[config.mk]
export PLATFORM = sky130hd
export DESIGN_NAME = bsm_cell
export DESIGN_NICKNAME = d
export VERILOG_FILES = /design/src/rtl/bsm_pkg.sv /design/src/rtl/bsm_cell.sv
export VERILOG_INCLUDE_DIRS = /design/src /design/src/rtl
export SDC_FILE = /design/constraint.sdc
export NUM_CORES = 1
export LEC_CHECK = 0
export BUFFER_PORTS_ARGS = -buffer_cell sky130_fd_sc_hd__buf_2
export CAP_MARGIN = 40
export CORE_UTILIZATION = 30
export CTS_BUF_LIST = sky130_fd_sc_hd__clkbuf_4
export DETAILED_ROUTE_END_ITERATION = 16
export HOLD_SLACK_MARGIN = 0.05
export PLACE_DENSITY = 0.5
export SLEW_MARGIN = 30
export SYNTH_ARGS = -nofsm -noshare
export SYNTH_HDL_FRONTEND = slang
export SYNTH_SLANG_ARGS = --single-unit
[constraint.sdc]
create_clock -name clk_i -period 0.9 [get_ports clk_i]
set_input_delay 0.18 -clock clk_i [delete_from_list [all_inputs] [get_ports clk_i]]
set_output_delay 0.18 -clock clk_i [all_outputs]
set_load 0.01 [all_outputs]
[src/rtl/booth_signed_multiplier_core_macros.svh]
// Assertion macros shared by the multiplier RTL.
`ifndef BOOTH_SIGNED_MULTIPLIER_CORE_MACROS_SVH
`define BOOTH_SIGNED_MULTIPLIER_CORE_MACROS_SVH

// Clocked check that is suspended while reset is asserted.
`define BSM_ASSERT(label, prop, msg) \
  label: assert property (@(posedge clk_i) disable iff (!rst_ni) (prop)) else $error(msg);

// Clocked check that also holds during reset.
`define BSM_ASSERT_ALWAYS(label, prop, msg) \
  label: assert property (@(posedge clk_i) (prop)) else $error(msg);

`endif

[src/rtl/bsm_pkg.sv]
// Shared constants, Booth codes and the stage record of the Booth multiplier chain.
package bsm_pkg;

  localparam int OperandBits = 32;
  localparam int AccBits     = OperandBits + 1;
  localparam int ProductBits = 64;

  // Booth pair codes: {current multiplier bit, previous multiplier bit}.
  localparam logic [1:0] BoothSub = 2'b10;
  localparam logic [1:0] BoothAdd = 2'b01;

  typedef struct packed {
    logic                      valid;
    logic                      prev;
    logic signed [AccBits-1:0] mcand;
    logic signed [AccBits-1:0] acc;
    logic [OperandBits-1:0]    q;
  } bsm_stage_t;

endpackage

[src/rtl/bsm_cell.sv]
// One Booth step: add or subtract the multiplicand, then shift the accumulator and multiplier.
`include "booth_signed_multiplier_core_macros.svh"

module bsm_cell import bsm_pkg::*; (
  input  logic       clk_i,
  input  logic       rst_ni,
  input  bsm_stage_t stage_i,
  output bsm_stage_t stage_o
);

  logic signed [AccBits:0] acc_ext;
  logic signed [AccBits:0] mcand_ext;
  logic signed [AccBits:0] sum;
  bsm_stage_t              stage_d;
  bsm_stage_t              stage_q;

  assign acc_ext   = {stage_i.acc[AccBits-1], stage_i.acc};
  assign mcand_ext = {stage_i.mcand[AccBits-1], stage_i.mcand};

  always_comb begin
    case ({stage_i.q[0], stage_i.prev})
      BoothSub: sum = acc_ext - mcand_ext;
      BoothAdd: sum = acc_ext + mcand_ext;
      default:  sum = acc_ext;
    endcase
  end

  // The sum carries one guard bit, so dropping its low bit is the arithmetic shift.
  always_comb begin
    stage_d       = stage_i;
    stage_d.prev  = stage_i.q[0];
    stage_d.acc   = sum[AccBits:1];
    stage_d.q     = {sum[0], stage_i.q[OperandBits-1:1]};
  end

  // Only the valid bit is cleared by reset; the data fields simply hold.
  always_ff @(posedge clk_i or negedge rst_ni) begin
    if (!rst_ni) begin
      stage_q.valid <= 1'b0;
    end else begin
      stage_q <= stage_d;
    end
  end

  assign stage_o = stage_q;

  `BSM_ASSERT(a_valid_follows, stage_q.valid |-> $past(stage_i.valid), "cell valid without request")
  `BSM_ASSERT(a_prev_bit, stage_q.valid |-> stage_q.prev == $past(stage_i.q[0]), "prev bit lost")
  `BSM_ASSERT(a_mcand_moves, stage_q.valid |-> stage_q.mcand == $past(stage_i.mcand), "mcand lost")

endmodule

After elaboration in Yosys (flattened, before gate mapping)
Cells that the tools add are included.
{ "totals": {"regBits": 100, "in_bits": 102, "out_inout_bits": 100, "word_cells": 10} }
{ "classes": {"addsub": 2, "eq_ne": 2, "n_mux": 1} }
{ "ops": {"columns": ["operator", "count"], "rows": [
  ["one-hot mux 34 bit (2 select lines)", 1],
  ["adder 33 x 33 -> 34 bit", 1],
  ["subtractor 33 x 33 -> 34 bit", 1],
  ["equality test 2 x 1 -> 1 bit (second input constant)", 1],
  ["equality test 2 bit (second input constant)", 1]
]} }

Longest topological paths before layout
{ "depth": {"ltp_word": 2, "depth_mapped": 18, "ltp_nobuf": 17} }

Least setup slack after synthesis
OpenSTA, ideal clock, no wires.
{ "synth_path": {"kind": "in2reg", "startpoint": "input stage_i[65] in the netlist's numbering", "endpoint": "register stage_q, in the netlist stage_o[64], data pin", "setup_ns": 0.259, "t_arrival_ns": 3.497, "required_time_ns": 0.641, "slack_ns": -2.856, "path_stages": 17, "path_buffers": 0, "path_cell_list": "inv_1 > ha_1 > nand3b_1 > or4_1 > nor4_1 > and3_1 > a21oi_1 > xor2_1 > ha_1 > a21oi_1 > nor2b_1 > o21ai_0 > a31o_2 > o311ai_0 > a311o_1 > o21a_1 > a211o_1"} }
{ "synth_between": {"elab_chain_len": 2, "word_cells_on_any_way": 3, "classes_between": "2 x add/sub; 1 x mux"} }
{ "synth_rtl": {"columns": ["element", "line", "source"], "rows": [
  ["from (decl)", "bsm_cell.sv:7", "input bsm_stage_t stage_i,"],
  ["adder 33 x 33 -> 34 bit or subtractor 33 x 33 -> 34 bit (tied branches)", "bsm_cell.sv:23, bsm_cell.sv:22", null],
  ["one-hot mux 34 bit (2 select lines) (*)", "bsm_cell.sv:21", "case ({stage_i.q[0], stage_i.prev})"],
  ["net sum[33]", "bsm_cell.sv:13", "logic signed [AccBits:0] sum;"],
  ["to (signal assigned)", "bsm_cell.sv:41", "stage_q <= stage_d;"],
  ["to (decl)", "bsm_cell.sv:15", "bsm_stage_t stage_q;"]
]} }
Mark *: on every way through the listed nets, which the timed path passes. The rest lies on a longest branch.
A chain may end at the register's enable or synchronous reset.

Final worst setup path
{ "layout_path": {"startpoint": "input stage_i[66] in the netlist's numbering", "endpoint": "register stage_q, in the netlist stage_o[63], data pin"} }
Same word-level chain as after synthesis.

==> out/metrics.yaml <==
clock_tree:
  clockRootBuffer: "clkbuf_4"
  cts_tree: "built"
  cts.sinks: 100
  clk_pin_slew_ns: 0.15
  clockBufferDepth: 2
  cts_buffers: 9
  h-tree-depth: 3
detailed_routing:
  routed_wl_um: 18980
  first_iter_violations: 159
  first_pass_iters: 5
  ant_nets: 0
  drt-vias-per-instance: 4.743
  drc: 0
  wl_per_cell_um: 15.22
  via_count: 5914
placement:
  gp_congestion: 0.8822
  hpwl_um: 13550
  detailed_place.area_mm2: 0.008476
  portBuffers: 201
logic_synthesis:
  synthDistinctLibCells: 61
  synth_top_area_frac: 0.5154
  synthFlopType: "edfxtp_1"
  syn-instance-count: 524
  synth_edf_count: 99
  synth_area_mm2: 0.005768
  yosys.area.top_type: "edfxtp_1"
  yosys_register_bits: 100
  async_flop_share: 0.01000
  ys_warn_count: 0
  synth-seq-area-share: 0.5197
  netlist_top_cells_area: "edfxtp_1 52%, ha_1 7.6%, xor2_1 5.6%"
  syn_avg_cell_area_um2: 11.01
  synth_fp_nets: 662
die:
  die_area_mm2: 0.01979
  die_y_um: 140.7
  placementRows: 50
  die_w_um: 140.7
  coreArea_mm2: 0.01877
  io_pins: 202
  initial_core_util: 0.3073
run_status:
  status: "finished, violations left"
  violations: "setup timing"
finish:
  drive_gt1_frac: 0.5000
  nets: 1145
  design_area_mm2: 0.01028
  area_growth_pct: 78.24
  final_common_cell: "buf_2"
  final_cell_mix: "194 x buf_2, 162 x buf_4, 99 x edfxtp_1, 93 x dlygate4sd3_1, 52 x nand2_1"
  largest_reg_flops: 100
global_route:
  grt_max_degree: 41
  antenna_found_initial: 1
  grt_overflow: 0
  grt_use_total: 0.1873
  grt_pass1_vias: 6131
  grt_pass1_wl_um: 29330
setup_path:
  start_kind: "input pin"
  arrival_ns: 3.60
  critical_path_class: "in -> reg"
  worstPathRequired_ns: 1.16
  crit_path_end_kind: "register"
  crit_path_max_fanout: 4
timing:
  grt_setup_unrepaired: "yes"
  slew_violations: 0
  fmax_mhz: 299.0
  maxSlewHeadroom: 0.6554
  fin_crit_ns: 3.345
  hold_viol_final: 0
  period_share: 3.717
  worst_pin_slew_ns: 0.5026
  finalSetupViolations: 133
  fin_ws_ns: -2.445
power_and_ir_drop:
  finalPower_mw: 14.39
  ir_worst_vdd_v: 0.0005257
  powerDensity_mw_per_mm2: 1400
  power.leakage_nw: 4.560
min_path:
  hp-class: "in -> reg"
flow_run:
  drv_cap: 0
## routing by layer
| layer | global-route usage | vias to the layer above | share of wire |
|---|---|---|---|
| met3 | 0.02989 | 18 | 0.049 |
| met4 | 0.06751 | 0 | 0.016 |
| li1 | - | 2941 | - |
| met2 | 0.3310 | 168 | 0.49 |
| met5 | 0 | - | 0 |
| met1 | 0.2301 | 2787 | 0.44 |
## repair_timing
action / CTS / global route
pin swaps: 57 / 49
hold buffers: 93 / 0
setup endpoints to repair: 133 / 133
setup buffers: 11 / 20
gates resized for setup: 82 / 52
hold endpoints to repair: 93 / 0
## report_power, final
group | switching [mW] | internal [mW] | leakage [nW]
registers | 0.129 | 5.72 | 0.980
clock network | 1.76 | 0.659 | 0.0746
logic | 2.95 | 3.17 | 3.51
total | 4.83 | 9.56 | 4.56
## cell families after synthesis
| kind of cell | share of synthesized area |
|---|---|
| AO/OA/AOI/OAI | 0.1657 |
| AND/OR/NAND/NOR | 0.1239 |
| flip-flops | 0.5197 |
| XOR/XNOR | 0.08200 |
| adder cells (fa/ha/maj) | 0.07939 |
| buffers and inverters | 0.01974 |
| multiplexers | 0.009544 |
## layout make-up
type                            instances  area, um2
Fill cell                            1656       8487
Timing Repair Buffer                  485       3583
Clock inverter                          6      57.56
Antenna cell                            1      2.502
Clock buffer                           10      75.07
Sequential cell                       100       2998
Inverter                               17      93.84
Tap cell                              234      292.8
Multi-Input combinational cell        394       3178
## per-stage QoR
stage	hold slack, ns	util	setup slack, ns	cells	setup TNS [ns]
CTS	0.07146	0.5278	-2.463	1228	-93.20
global placement	0.2114	0.4516	-3.148	1109	-80.34
global route	0.08912	0.5478	-2.571	1247	-103.36
finish	0.1111	0.5478	-2.445	1247	-93.77
detailed placement	0.2193	0.4516	-3.224	1109	-81.09
floorplan	-0.1156	-	-2.735	524	-63.52
## final timing paths
path	from	depth (start not counted)	slack, ns	end
worst max-delay path	stage_i[66]	20	-2.44	stage_o[63]$_DFFE_PP_
worst min-delay path	stage_i[61]	3	0.11	stage_o[60]$_DFFE_PP_
min in group asynchronous	rst_ni	3	0.31	stage_o[99]$_DFF_PN0_
max in group asynchronous	rst_ni	3	0.48	stage_o[99]$_DFF_PN0_
## worst max-delay path, cell delays in order
cell and delay (ns):
buf_12 0.11, inv_12 0.04, ha_4 0.12, nand3b_1 0.10, or4_4 0.53, nor4_4 0.14
buf_4 0.17, and3_4 0.22, a21oi_2 0.06, xor2_1 0.17, ha_1 0.32, buf_4 0.15
buf_4 0.13, a21o_1 0.15, a21o_1 0.20, a2bb2oi_2 0.18, o211ai_1 0.15, a31oi_1 0.22
xor2_1 0.17, o21ai_1 0.09
## synth_stat cells, drive strengths merged (2+ instances only)
cell type / n
or4: 3
nand3: 9
a211o: 2
or3: 2
nand3b: 2
nor2: 29
and4: 2
o21ai: 40
and2: 4
o21bai: 2
nor3: 13
nor2b: 3
inv: 17
mux2: 4
o211ai: 4
xnor2: 17
o31ai: 7
o21a: 4
a21oi: 53
nor3b: 4
xor2: 37
and3: 6
nand2b: 4
a211oi: 4
nand2: 56
clkbuf: 12
nand4: 4
nor4: 4
ha: 35
a31oi: 9
a21o: 13
edfxtp: 99
(Power assumes the default switching activity.)
